File: src/ltps_pkg.sv
`timescale 1ns / 1ps
// ----------------------------------------------------------------------------
// ltps_pkg
// Types, codes and thresholds shared by the load tracking profile selector.
// ----------------------------------------------------------------------------
package ltps_pkg;

  typedef enum logic [1:0] {
    OP_CPU_SAMPLE = 2'd0,
    OP_GPU_SAMPLE = 2'd1,
    OP_MODE_QUERY = 2'd2,
    OP_SET_MODE   = 2'd3
  } op_e;

  typedef enum logic [1:0] {
    CLUSTER_PERF  = 2'd0,
    CLUSTER_PRIME = 2'd1
  } cluster_e;

  typedef enum logic [1:0] {
    REG_AUTO_ENABLE       = 2'd0,
    REG_AUTO_BOOST_ENABLE = 2'd1,
    REG_HOLD_TIME_MS      = 2'd2
  } reg_idx_e;

  typedef logic [1:0]  cfg_idx_t;
  typedef logic [15:0] cfg_data_t;

  // profile mode codes
  localparam logic [2:0] MODE_OFF         = 3'd0;
  localparam logic [2:0] MODE_SAVE        = 3'd1;
  localparam logic [2:0] MODE_BALANCE     = 3'd2;
  localparam logic [2:0] MODE_PERFORMANCE = 3'd3;
  localparam logic [2:0] MODE_GAMING      = 3'd4;

  // cpu high-load thresholds
  localparam logic [6:0]  LOAD_PERF  = 7'd85;
  localparam logic [6:0]  LOAD_PRIME = 7'd80;
  localparam logic [31:0] FREQ_PERF  = 32'd2246400;
  localparam logic [31:0] FREQ_PRIME = 32'd2265600;

  // hold time, kept in nanoseconds
  localparam int unsigned HOLD_NS_W     = 36;
  localparam logic [19:0] NS_PER_MS     = 20'd1000000;
  localparam logic [15:0] HOLD_MS_RESET = 16'd1000;

  // gpu frequency thresholds in Hz
  localparam logic [31:0] GPU_FREQ_600 = 32'd600000000;
  localparam logic [31:0] GPU_FREQ_550 = 32'd550000000;
  localparam logic [31:0] GPU_FREQ_500 = 32'd500000000;
  localparam logic [31:0] GPU_FREQ_450 = 32'd450000000;
  localparam logic [31:0] GPU_FREQ_400 = 32'd400000000;

  // gpu busy thresholds before cpu balance offset
  localparam logic [7:0] BUSY_UP = 8'd70;
  localparam logic [7:0] BUSY_HI = 8'd80;
  localparam logic [7:0] BUSY_DN = 8'd40;

  // step counter limits
  localparam logic signed [7:0]  INST_MAX = 8'sd20;
  localparam logic signed [7:0]  INST_MIN = -8'sd60;
  localparam logic signed [7:0]  INST_SET = 8'sd10;
  localparam logic signed [7:0]  INST_CLR = -8'sd30;
  localparam logic signed [12:0] LONG_MAX = 13'sd4000;
  localparam logic signed [12:0] LONG_MIN = -13'sd200;
  localparam logic signed [12:0] LONG_SET = 13'sd2000;
  localparam logic signed [12:0] LONG_CLR = -13'sd100;

  typedef struct packed {
    logic [1:0]  op;
    logic [1:0]  cluster;
    logic [31:0] frequency;
    logic [6:0]  cpu_load;
    logic [63:0] timestamp_ns;
    logic [6:0]  gpu_busy;
    logic [2:0]  level;
    logic        display_on;
  } item_t;

  typedef struct packed {
    logic [2:0] mode;
    logic       boost;
    logic       gpu_instant_high;
    logic       gpu_longtime_high;
    logic       cpu_long_perf;
    logic       cpu_long_prime;
  } result_t;

  typedef struct packed {
    logic instant_high;
    logic longtime_high;
  } gpu_flags_t;

endpackage

File: src/ltps_if.sv
`timescale 1ns / 1ps
// ----------------------------------------------------------------------------
// ltps_if
// Valid/ready channels for sample items and status results.
// ----------------------------------------------------------------------------
interface ltps_item_if;
  logic        valid;
  logic        ready;
  logic [1:0]  op;
  logic [1:0]  cluster;
  logic [31:0] frequency;
  logic [6:0]  cpu_load;
  logic [63:0] timestamp_ns;
  logic [6:0]  gpu_busy;
  logic [2:0]  level;
  logic        display_on;

  modport source (
    output valid, op, cluster, frequency, cpu_load, timestamp_ns, gpu_busy,
           level, display_on,
    input  ready
  );
  modport sink (
    input  valid, op, cluster, frequency, cpu_load, timestamp_ns, gpu_busy,
           level, display_on,
    output ready
  );
endinterface

interface ltps_result_if;
  logic       valid;
  logic       ready;
  logic [2:0] mode;
  logic       boost;
  logic       gpu_instant_high;
  logic       gpu_longtime_high;
  logic       cpu_long_perf;
  logic       cpu_long_prime;

  modport source (
    output valid, mode, boost, gpu_instant_high, gpu_longtime_high,
           cpu_long_perf, cpu_long_prime,
    input  ready
  );
  modport sink (
    input  valid, mode, boost, gpu_instant_high, gpu_longtime_high,
           cpu_long_perf, cpu_long_prime,
    output ready
  );
endinterface

File: src/load_tracking_profile_selector.sv
`timescale 1ns / 1ps
// ----------------------------------------------------------------------------
// load_tracking_profile_selector
// Picks a power profile mode and boost flag from cpu and gpu load samples.
// ----------------------------------------------------------------------------
// Usage:
//   item_i carries cpu samples, gpu samples, mode queries and set-mode
//   requests; each transfer yields exactly one status transfer on result_o,
//   reporting mode, boost and the tracking flags as they stand after it.
//   cfg_we_i/cfg_idx_i/cfg_wdata_i write auto_enable, auto_boost_enable and
//   hold_time_ms; write only while no item is in flight.
//   An item first sits in the input register; when it advances, its result
//   is written to the output register and result valid rises with it.
//   Throughput: one item per cycle while result_o is not stalled; all
//   tracking state updates in the single step between input and output
//   register.
//   A stalled result_o holds its data; the input register still takes one
//   more item, then item_i.ready drops until the result is taken.
//   Reset clears all tracking flags and counters, mode and boost, and loads register
//   defaults (auto enables on, hold time 1000 ms). No warm-up is needed.
// ----------------------------------------------------------------------------
module load_tracking_profile_selector (
  input  logic                 clk_i,
  input  logic                 rst_ni,
  input  logic                 cfg_we_i,
  input  ltps_pkg::cfg_idx_t   cfg_idx_i,
  input  ltps_pkg::cfg_data_t  cfg_wdata_i,
  ltps_item_if.sink            item_i,
  ltps_result_if.source        result_o
);
  import ltps_pkg::*;

  // configuration
  logic                 auto_en_q, auto_boost_q;
  logic [HOLD_NS_W-1:0] hold_ns_q;

  always_ff @(posedge clk_i or negedge rst_ni) begin
    if (!rst_ni) begin
      auto_en_q    <= 1'b1;
      auto_boost_q <= 1'b1;
      hold_ns_q    <= HOLD_NS_W'(HOLD_MS_RESET) * HOLD_NS_W'(NS_PER_MS);
    end else if (cfg_we_i) begin
      case (reg_idx_e'(cfg_idx_i))
        REG_AUTO_ENABLE:       auto_en_q    <= cfg_wdata_i[0];
        REG_AUTO_BOOST_ENABLE: auto_boost_q <= cfg_wdata_i[0];
        REG_HOLD_TIME_MS: begin
          hold_ns_q <= HOLD_NS_W'(cfg_wdata_i) * HOLD_NS_W'(NS_PER_MS);
        end
        default: ;
      endcase
    end
  end

  // input register and output register
  logic    in_valid_q, out_valid_q, advance;
  item_t   item_q;
  result_t res_q, res_d;

  assign advance      = in_valid_q && (!out_valid_q || result_o.ready);
  assign item_i.ready = !in_valid_q || advance;

  always_ff @(posedge clk_i or negedge rst_ni) begin
    if (!rst_ni) begin
      in_valid_q  <= 1'b0;
      out_valid_q <= 1'b0;
    end else begin
      if (item_i.ready) begin
        in_valid_q <= item_i.valid;
      end
      if (advance) begin
        out_valid_q <= 1'b1;
      end else if (result_o.ready) begin
        out_valid_q <= 1'b0;
      end
    end
  end

  always_ff @(posedge clk_i) begin
    if (item_i.valid && item_i.ready) begin
      item_q.op           <= item_i.op;
      item_q.cluster      <= item_i.cluster;
      item_q.frequency    <= item_i.frequency;
      item_q.cpu_load     <= item_i.cpu_load;
      item_q.timestamp_ns <= item_i.timestamp_ns;
      item_q.gpu_busy     <= item_i.gpu_busy;
      item_q.level        <= item_i.level;
      item_q.display_on   <= item_i.display_on;
    end
    if (advance) begin
      res_q <= res_d;
    end
  end

  // per-op update strobes
  op_e  op;
  logic upd_perf, upd_prime, upd_gpu, is_query, is_set;
  logic hit_perf, hit_prime;

  always_comb begin
    op        = op_e'(item_q.op);
    upd_perf  = 1'b0;
    upd_prime = 1'b0;
    upd_gpu   = 1'b0;
    is_query  = 1'b0;
    is_set    = 1'b0;
    case (op)
      OP_CPU_SAMPLE: begin
        case (cluster_e'(item_q.cluster))
          CLUSTER_PERF:  upd_perf  = advance;
          CLUSTER_PRIME: upd_prime = advance;
          default: ;
        endcase
      end
      OP_GPU_SAMPLE: upd_gpu  = advance;
      OP_MODE_QUERY: is_query = 1'b1;
      OP_SET_MODE:   is_set   = 1'b1;
      default: ;
    endcase
  end

  assign hit_perf  = (item_q.cpu_load >= LOAD_PERF) && (item_q.frequency >= FREQ_PERF);
  assign hit_prime = (item_q.cpu_load >= LOAD_PRIME) && (item_q.frequency >= FREQ_PRIME);

  logic       long_perf, long_prime;
  gpu_flags_t gpu_flags;

  ltps_cpu_track u_perf (
    .clk_i       (clk_i),
    .rst_ni      (rst_ni),
    .upd_i       (upd_perf),
    .hit_i       (hit_perf),
    .now_i       (item_q.timestamp_ns),
    .hold_ns_i   (hold_ns_q),
    .long_high_o (long_perf)
  );

  ltps_cpu_track u_prime (
    .clk_i       (clk_i),
    .rst_ni      (rst_ni),
    .upd_i       (upd_prime),
    .hit_i       (hit_prime),
    .now_i       (item_q.timestamp_ns),
    .hold_ns_i   (hold_ns_q),
    .long_high_o (long_prime)
  );

  ltps_gpu_track u_gpu (
    .clk_i            (clk_i),
    .rst_ni           (rst_ni),
    .upd_i            (upd_gpu),
    .frequency_i      (item_q.frequency),
    .gpu_busy_i       (item_q.gpu_busy),
    .cpu_long_perf_i  (long_perf),
    .cpu_long_prime_i (long_prime),
    .flags_o          (gpu_flags)
  );

  // mode and boost
  logic [2:0] mode_q, mode_d;
  logic       boost_q, boost_d;

  always_comb begin
    mode_d  = mode_q;
    boost_d = boost_q;
    if (is_query) begin
      if (auto_en_q) begin
        if (!item_q.display_on) begin
          if (auto_boost_q) begin
            boost_d = 1'b0;
          end
          mode_d = MODE_SAVE;
        end else begin
          if (auto_boost_q) begin
            boost_d = gpu_flags.longtime_high;
          end
          if (gpu_flags.longtime_high && (long_perf || long_prime)) begin
            mode_d = MODE_GAMING;
          end else if (gpu_flags.instant_high) begin
            mode_d = MODE_PERFORMANCE;
          end else begin
            mode_d = MODE_BALANCE;
          end
        end
      end
      if (mode_d > MODE_GAMING) begin
        mode_d = MODE_OFF;
      end
    end else if (is_set) begin
      if (item_q.display_on && (item_q.level != 3'd0) && auto_en_q) begin
        mode_d = item_q.level;
      end
    end
  end

  always_ff @(posedge clk_i or negedge rst_ni) begin
    if (!rst_ni) begin
      mode_q  <= MODE_OFF;
      boost_q <= 1'b0;
    end else if (advance) begin
      mode_q  <= mode_d;
      boost_q <= boost_d;
    end
  end

  always_comb begin
    res_d.mode              = mode_d;
    res_d.boost             = boost_d;
    res_d.gpu_instant_high  = gpu_flags.instant_high;
    res_d.gpu_longtime_high = gpu_flags.longtime_high;
    res_d.cpu_long_perf     = long_perf;
    res_d.cpu_long_prime    = long_prime;
  end

  assign result_o.valid             = out_valid_q;
  assign result_o.mode              = res_q.mode;
  assign result_o.boost             = res_q.boost;
  assign result_o.gpu_instant_high  = res_q.gpu_instant_high;
  assign result_o.gpu_longtime_high = res_q.gpu_longtime_high;
  assign result_o.cpu_long_perf     = res_q.cpu_long_perf;
  assign result_o.cpu_long_prime    = res_q.cpu_long_prime;

`ifndef SYNTHESIS
  // a query never leaves an out-of-range mode behind
  a_query_mode_range: assert property (@(posedge clk_i) disable iff (!rst_ni)
    (advance && is_query) |=> (res_q.mode <= MODE_GAMING && mode_q == res_q.mode))
    else $error("query left mode above gaming");

  // display off with auto selection forces save mode
  a_display_off_save: assert property (@(posedge clk_i) disable iff (!rst_ni)
    (advance && is_query && auto_en_q && !item_q.display_on) |=> (res_q.mode == MODE_SAVE))
    else $error("display-off query did not select save mode");

  // an empty output slot never blocks the input side
  a_ready_when_empty: assert property (@(posedge clk_i) disable iff (!rst_ni)
    !out_valid_q |-> item_i.ready)
    else $error("input stalled with empty output register");

  // every advanced item shows up as a result
  a_advance_result: assert property (@(posedge clk_i) disable iff (!rst_ni)
    advance |=> out_valid_q)
    else $error("advanced item produced no result");
`endif

endmodule

File: src/ltps_cpu_track.sv
`timescale 1ns / 1ps
// ----------------------------------------------------------------------------
// ltps_cpu_track
// High-load tracker for one cpu cluster with hold-time long-high flag.
// ----------------------------------------------------------------------------
module ltps_cpu_track (
  input  logic                           clk_i,
  input  logic                           rst_ni,
  input  logic                           upd_i,
  input  logic                           hit_i,
  input  logic [63:0]                    now_i,
  input  logic [ltps_pkg::HOLD_NS_W-1:0] hold_ns_i,
  output logic                           long_high_o
);
  import ltps_pkg::*;

  logic        high_q, high_d;
  logic        long_q, long_d;
  logic [63:0] start_q;
  logic [63:0] elapsed;
  logic        held;

  // elapsed time wraps modulo 2^64
  assign elapsed = now_i - start_q;
  assign held    = elapsed > 64'(hold_ns_i);

  always_comb begin
    high_d = high_q;
    long_d = long_q;
    if (upd_i) begin
      if (!high_q) begin
        if (hit_i) begin
          high_d = 1'b1;
        end
      end else if (hit_i) begin
        if (held) begin
          long_d = 1'b1;
        end
      end else begin
        high_d = 1'b0;
        long_d = 1'b0;
      end
    end
  end

  always_ff @(posedge clk_i or negedge rst_ni) begin
    if (!rst_ni) begin
      high_q <= 1'b0;
      long_q <= 1'b0;
    end else begin
      high_q <= high_d;
      long_q <= long_d;
    end
  end

  always_ff @(posedge clk_i) begin
    if (upd_i && !high_q && hit_i) begin
      start_q <= now_i;
    end
  end

  assign long_high_o = long_d;

endmodule

File: src/ltps_gpu_track.sv
`timescale 1ns / 1ps
// ----------------------------------------------------------------------------
// ltps_gpu_track
// Saturating instant and long-term gpu step counters with hysteresis flags.
// ----------------------------------------------------------------------------
module ltps_gpu_track (
  input  logic                  clk_i,
  input  logic                  rst_ni,
  input  logic                  upd_i,
  input  logic [31:0]           frequency_i,
  input  logic [6:0]            gpu_busy_i,
  input  logic                  cpu_long_perf_i,
  input  logic                  cpu_long_prime_i,
  output ltps_pkg::gpu_flags_t  flags_o
);
  import ltps_pkg::*;

  logic signed [7:0]  inst_q, inst_d, inst_sum;
  logic signed [12:0] long_q, long_d, long_sum, long_base;
  gpu_flags_t         flags_q, flags_d;

  logic [7:0] bal, busy, up_thr, hi_thr, dn_thr;
  logic       busy_up, busy_hi, busy_dn;
  logic       f600, f550, f500, f450, f400;

  always_comb begin
    bal    = (cpu_long_perf_i ? 8'd5 : 8'd0) + (cpu_long_prime_i ? 8'd10 : 8'd0);
    busy   = {1'b0, gpu_busy_i};
    up_thr = BUSY_UP - bal;
    hi_thr = BUSY_HI - bal;
    dn_thr = BUSY_DN + bal;
    busy_up = busy > up_thr;
    busy_hi = busy > hi_thr;
    busy_dn = busy >= dn_thr;
    f600 = frequency_i >= GPU_FREQ_600;
    f550 = frequency_i >= GPU_FREQ_550;
    f500 = frequency_i >= GPU_FREQ_500;
    f450 = frequency_i >= GPU_FREQ_450;
    f400 = frequency_i >= GPU_FREQ_400;

    // a fast sample restarts a negative instant counter from zero before the increment
    if (f600) begin
      inst_sum = ((inst_q < 8'sd0) ? 8'sd0 : inst_q) + 8'sd1;
    end else begin
      inst_sum = inst_q - 8'sd1;
    end

    long_base = long_q;
    if (f600 && busy_up) begin
      long_sum = long_q + (busy_hi ? 13'sd5 : 13'sd4);
    end else if (f550 && busy_up) begin
      long_sum = long_q + 13'sd2;
    end else if (f500 && busy_up) begin
      long_sum = long_q + 13'sd1;
    end else if (!f500 && busy_dn) begin
      long_sum = long_q - 13'sd2;
    end else if (!f450 && !busy_dn) begin
      long_sum = long_q - 13'sd5;
    end else if (!f400) begin
      long_base = (long_q > 13'sd0) ? 13'sd0 : long_q;
      long_sum  = long_base - (flags_q.longtime_high ? 13'sd5 : 13'sd10);
    end else begin
      long_sum = long_q;
    end

    inst_d  = inst_q;
    long_d  = long_q;
    flags_d = flags_q;
    if (upd_i) begin
      if (inst_sum > INST_MAX) begin
        inst_d = INST_MAX;
      end else if (inst_sum < INST_MIN) begin
        inst_d = INST_MIN;
      end else begin
        inst_d = inst_sum;
      end
      if (inst_d > INST_SET) begin
        flags_d.instant_high = 1'b1;
      end else if (inst_d < INST_CLR) begin
        flags_d.instant_high = 1'b0;
      end

      if (long_sum > LONG_MAX) begin
        long_d = LONG_MAX;
      end else if (long_sum < LONG_MIN) begin
        long_d = LONG_MIN;
      end else begin
        long_d = long_sum;
      end
      if (long_d > LONG_SET) begin
        flags_d.longtime_high = 1'b1;
      end else if (long_d < LONG_CLR) begin
        flags_d.longtime_high = 1'b0;
      end
    end
  end

  always_ff @(posedge clk_i or negedge rst_ni) begin
    if (!rst_ni) begin
      inst_q  <= '0;
      long_q  <= '0;
      flags_q <= '0;
    end else begin
      inst_q  <= inst_d;
      long_q  <= long_d;
      flags_q <= flags_d;
    end
  end

  assign flags_o = flags_d;

endmodule
File: src/flat_wrapper.sv
// flat-port wrapper written by rule: the top's interface ports become plain ports
module load_tracking_profile_selector_flat import ltps_pkg::*;
  (clk_i, rst_ni, cfg_we_i, cfg_idx_i, cfg_wdata_i, item_i_valid, item_i_op, item_i_cluster, item_i_frequency, item_i_cpu_load, item_i_timestamp_ns, item_i_gpu_busy, item_i_level, item_i_display_on, item_i_ready, result_o_valid, result_o_mode, result_o_boost, result_o_gpu_instant_high, result_o_gpu_longtime_high, result_o_cpu_long_perf, result_o_cpu_long_prime, result_o_ready);
  ltps_item_if item_i_i ();
  ltps_result_if result_o_i ();
  input  logic clk_i;
  input  logic rst_ni;
  input  logic cfg_we_i;
  input  ltps_pkg::cfg_idx_t cfg_idx_i;
  input  ltps_pkg::cfg_data_t cfg_wdata_i;
  input wire logic [$bits(item_i_i.valid)-1:0] item_i_valid;
  input wire logic [$bits(item_i_i.op)-1:0] item_i_op;
  input wire logic [$bits(item_i_i.cluster)-1:0] item_i_cluster;
  input wire logic [$bits(item_i_i.frequency)-1:0] item_i_frequency;
  input wire logic [$bits(item_i_i.cpu_load)-1:0] item_i_cpu_load;
  input wire logic [$bits(item_i_i.timestamp_ns)-1:0] item_i_timestamp_ns;
  input wire logic [$bits(item_i_i.gpu_busy)-1:0] item_i_gpu_busy;
  input wire logic [$bits(item_i_i.level)-1:0] item_i_level;
  input wire logic [$bits(item_i_i.display_on)-1:0] item_i_display_on;
  output wire logic [$bits(item_i_i.ready)-1:0] item_i_ready;
  output wire logic [$bits(result_o_i.valid)-1:0] result_o_valid;
  output wire logic [$bits(result_o_i.mode)-1:0] result_o_mode;
  output wire logic [$bits(result_o_i.boost)-1:0] result_o_boost;
  output wire logic [$bits(result_o_i.gpu_instant_high)-1:0] result_o_gpu_instant_high;
  output wire logic [$bits(result_o_i.gpu_longtime_high)-1:0] result_o_gpu_longtime_high;
  output wire logic [$bits(result_o_i.cpu_long_perf)-1:0] result_o_cpu_long_perf;
  output wire logic [$bits(result_o_i.cpu_long_prime)-1:0] result_o_cpu_long_prime;
  input wire logic [$bits(result_o_i.ready)-1:0] result_o_ready;
  assign item_i_i.valid = item_i_valid;
  assign item_i_i.op = item_i_op;
  assign item_i_i.cluster = item_i_cluster;
  assign item_i_i.frequency = item_i_frequency;
  assign item_i_i.cpu_load = item_i_cpu_load;
  assign item_i_i.timestamp_ns = item_i_timestamp_ns;
  assign item_i_i.gpu_busy = item_i_gpu_busy;
  assign item_i_i.level = item_i_level;
  assign item_i_i.display_on = item_i_display_on;
  assign item_i_ready = item_i_i.ready;
  assign result_o_valid = result_o_i.valid;
  assign result_o_mode = result_o_i.mode;
  assign result_o_boost = result_o_i.boost;
  assign result_o_gpu_instant_high = result_o_i.gpu_instant_high;
  assign result_o_gpu_longtime_high = result_o_i.gpu_longtime_high;
  assign result_o_cpu_long_perf = result_o_i.cpu_long_perf;
  assign result_o_cpu_long_prime = result_o_i.cpu_long_prime;
  assign result_o_i.ready = result_o_ready;
  load_tracking_profile_selector u_core (.clk_i(clk_i), .rst_ni(rst_ni), .cfg_we_i(cfg_we_i), .cfg_idx_i(cfg_idx_i), .cfg_wdata_i(cfg_wdata_i), .item_i(item_i_i), .result_o(result_o_i));
endmodule
File: config.mk
export PLATFORM = sky130hd
export DESIGN_NAME = load_tracking_profile_selector_flat
export DESIGN_NICKNAME = d
export VERILOG_FILES = /design/src/ltps_pkg.sv /design/src/ltps_if.sv /design/src/load_tracking_profile_selector.sv /design/src/ltps_cpu_track.sv /design/src/ltps_gpu_track.sv /design/src/flat_wrapper.sv
export SDC_FILE = /design/constraint.sdc
export NUM_CORES = 1
export LEC_CHECK = 0
export BUFFER_PORTS_ARGS = -buffer_cell sky130_fd_sc_hd__buf_4
export CAP_MARGIN = 10
export CORE_MARGIN = 4
export CORE_UTILIZATION = 25
export CTS_CLUSTER_DIAMETER = 30
export DETAILED_ROUTE_END_ITERATION = 12
export REMOVE_ABC_BUFFERS = 1
export SLEW_MARGIN = 20
export SYNTH_ARGS = -nofsm -noshare
export SYNTH_HDL_FRONTEND = slang
export SYNTH_SLANG_ARGS = --single-unit
export TNS_END_PERCENT = 5
File: constraint.sdc
create_clock -name clk_i -period 28.6 [get_ports clk_i]
set_input_delay 0 -clock clk_i [delete_from_list [all_inputs] [get_ports clk_i]]
set_output_delay 0 -clock clk_i [all_outputs]
set_load 0.05 [all_outputs]
==> key figures <==
Floorplan
  • Die height: 331.6 um
  • Core Box Area: 0.1038 sq mm
  • I/O pins: 151
  • Cell Rows: 118
  • Die area: 0.1099 sq mm
  • Die X: 331.6 um
  • Initial core utilization: 25.22%

Layout
  • Layout cells sized above 1: 11.82%
  • Area of the multi-input gates: 0.01576 sq mm
  • Synth-to-layout area growth: 26.58%
  • Most common cell after layout, fill and taps aside: ha_1
  • Final nets: 3578
  • Fill count: 10655
  • Final Util: 31.92%
  • Reg area: 0.009062 sq mm
  • Commonest cells after routing, fill and taps aside: ha_1, inv_1, edfxtp_1

STA
  • Slew Viols, Final: 0
  • Measured slew at the worst slew-check pin: 998.5 ps
  • Min cycle time layout: 13130 ps
  • Worst Skew: 45.70 ps
  • Fin crit share: 45.92%
  • Final Hold Fails: 0
  • Fmax: 76.15 MHz
  • Slew HR: 33.12%
  • Setup tns final: 0 ps
  • Final setup violation count: 0
  • RSZ-0062 raised after global routing: no

CTS
  • Total CTS buffers: 84
  • Clock buffer depth: 3
  • Post-CTS Setup Inserts: 0
  • CTS tree: yes
  • Clock sinks: 312
  • Clock latency on the worst-skew pair: 650 ps
  • Clock slew at the register clock pins of the worst setup and hold paths: 50 ps
  • Clock root cell: clkbuf_16
  • H-tree depth: 3

Setup path
  • Bufs and invs on worst path: 1
  • Setup crit end kind: register
  • CP max stage cell: a2111oi_0
  • CP Class: reg2reg
  • Reg-to-reg setup timing slack: 15470 ps
  • Critical path origin: u_core.item_q[11]
  • CP most frequent cell: ha_1
  • Startpoint Class: register
  • CP arrival: 13560 ps
  • Cell family with most CP delay: compound AO/OA/AOI/OAI gates
  • R2r startpoint: u_core.item_q[11]
  • Worst path max stage delay: 630 ps
  • Critical Path RT: 29020 ps
  • Crit Path Max Fanout: 6

Synthesis
  • Mapped cell area: 0.02617 sq mm
  • Share of the synthesized area in the top cell type: 28.34%
  • Library cells used by synthesis: 104
  • Top post-synthesis cells by area: edfxtp_1, ha_1, dfrtp_1
  • Syn Inst Count: 2756
  • Top_reg_cell synth: edfxtp_1
  • Sequential-to-total area share from yosys stat: 34.62%
  • Synth Register Bits: 312
  • Area leader, netlist: edfxtp_1
  • Post-synthesis async set-or-reset flop share: 20.83%
  • Syn_area_per_cell: 9.497 sq um
  • Ys Warns: 0
  • Number of flops mapped to enable cells by yosys: 247

Drt
  • Routed Antenna Nets: 0
  • Via density per instance: 4.865
  • Pre-antenna DRT Iters: 5
  • Total vias in the final route: 21907
  • WL/cell: 16.34 um
  • Drt first-iter violations: 1493
  • DRC violations left: 0
  • WL final: 73.56 mm

Place
  • HPWL Detailed: 55.62 mm
  • Global placer's final weighted congestion: 0.8947
  • PortBufs: 143

Pwr
  • Overall power: 2.567 mW
  • Pwr dens: 77.47 mW/mm^2
  • Max VDD drop: 59.16 uV
  • P_leak: 13.98 nW

GRT
  • GRT Overall Usage: 13.04%
  • GRT overflow: 0
  • Initial antenna violation count: 4
  • Vias in the first global route: 21732
  • First-pass GRT wire length: 117.8 mm
  • Largest net degree at the start of global routing: 61

Outcome
  • Status: finished clean

Run
  • Max-Cap Viols: 0

Min path
  • Min-delay src: item_i_timestamp_ns[44]
  • Min-delay worst type: in2reg
## layer usage
metal | global-route usage [%] | routed length [um]
met1 | 16.72 | 32810
met2 | 22.32 | 35380
met3 | 1.933 | 3259
met4 | 4.629 | 2076
met5 | 0 | 27
## state kept, by name (all words and copies together) (netlist names), 2 cells and up
| name | cells |
|---|---|
| u_core.hold_ns_q | 30 |
| u_core.item_q | 109 |
| u_core.mode_q | 3 |
| u_core.op | 2 |
| u_core.result_o.mode | 3 |
| u_core.u_gpu.flags_q | 2 |
| u_core.u_gpu.inst_q | 8 |
| u_core.u_gpu.long_q | 13 |
| u_core.u_perf.start_q | 64 |
| u_core.u_prime.start_q | 64 |
## worst register-to-register path, delay by kind of cell, from the launching register on
family          cells  cell delay (ps)
compound gates     28             7500
xor+xnor            1              170
fa+ha+maj           8             2220
buf+inv             1              100
flops               1              390
simple gates       12             2550
## final cells by class
cell class              instances  share of cell area, %
clock buffers                  92                  6.465
flip-flops and latches        312                  27.35
multi-input cells            2095                  47.58
well taps                    1380                  5.211
inverters                     274                  3.104
diodes                          1               0.007553
clock inverters                62                  2.779
repair buffers                287                  7.500
## Yosys cell counts (8+ instances only)
cell type and count:
o31ai_1 18, a211o_1 9, o21a_1 40, a211oi_1 30
and3_1 19, nand4_1 52, clkbuf_1 57, dfrtp_1 50
nand3b_1 12, fa_1 58, o21ai_0 169, ha_1 325
xor2_1 46, mux2_2 13, nor4_1 31, a2111oi_0 11
o21bai_1 16, o211ai_1 30, nand2_1 190, nor2_1 175
a221oi_1 13, nand3_1 70, and2_1 10, or3_1 16
a31oi_1 34, nand2b_1 47, nor3b_1 10, edfxtp_1 247
dfstp_2 15, buf_2 8, mux2i_1 19, o21ai_1 12
xnor2_1 76, a21o_1 97, inv_1 273, o22ai_1 19
nor3_1 50, a21oi_1 204, nor2b_1 24
## cells by family after synthesis
group / Yosys count / synth area share (%)
and+or+nand+nor: 744 / 14.22
AOI/OAI and AO/OA: 812 / 20.52
xor gates and xnor gates: 122 / 4.082
DFF: 312 / 34.62
muxes: 34 / 1.401
buffers and inverters: 349 / 5.182
adders and majority gates: 383 / 19.97
## final timing paths
path,to,cells past startpoint
setup reg to reg,u_core.result_o.boost,50
hold / removal,u_core.item_q[55],2
min in group asynchronous,u_core.u_perf.high_q,4
hold reg to reg,u_core.hold_ns_q[28],2
max in group asynchronous,u_core.hold_ns_q[19],4
setup / recovery,u_core.result_o.boost,50
## power by group
| part | internal [mW] | switching (mW) | total [mW] | leakage [nW] |
|---|---|---|---|---|
| Combinational | 0.403 | 0.535 | 0.938 | 9.46 |
| Sequential | 0.550 | 0.0656 | 0.616 | 3.06 |
| Clock | 0.705 | 0.308 | 1.01 | 1.46 |
## what timing repair did
item                                   CTS  global route
setup endpoints to repair                0             0
endpoints found under the hold margin  196             0
hold buffers                           128             0
resized for setup                        0             0
## per-stage QoR
stage          hold WS [ps]  cell area, sq um  setup WS (ps)  std cells
2_1_floorplan        -295.6             25850          18480       2681
3_3_place_gp         -32.33             28770          15630       4219
3_5_place_dp         -29.94             28770          15680       4219
4_1_cts               28.03             33120          15590       4501
5_1_grt               43.53             33130          14620       4503
6_report              67.10             33130          15470       4503
Power figures use the tool's default switching activity.
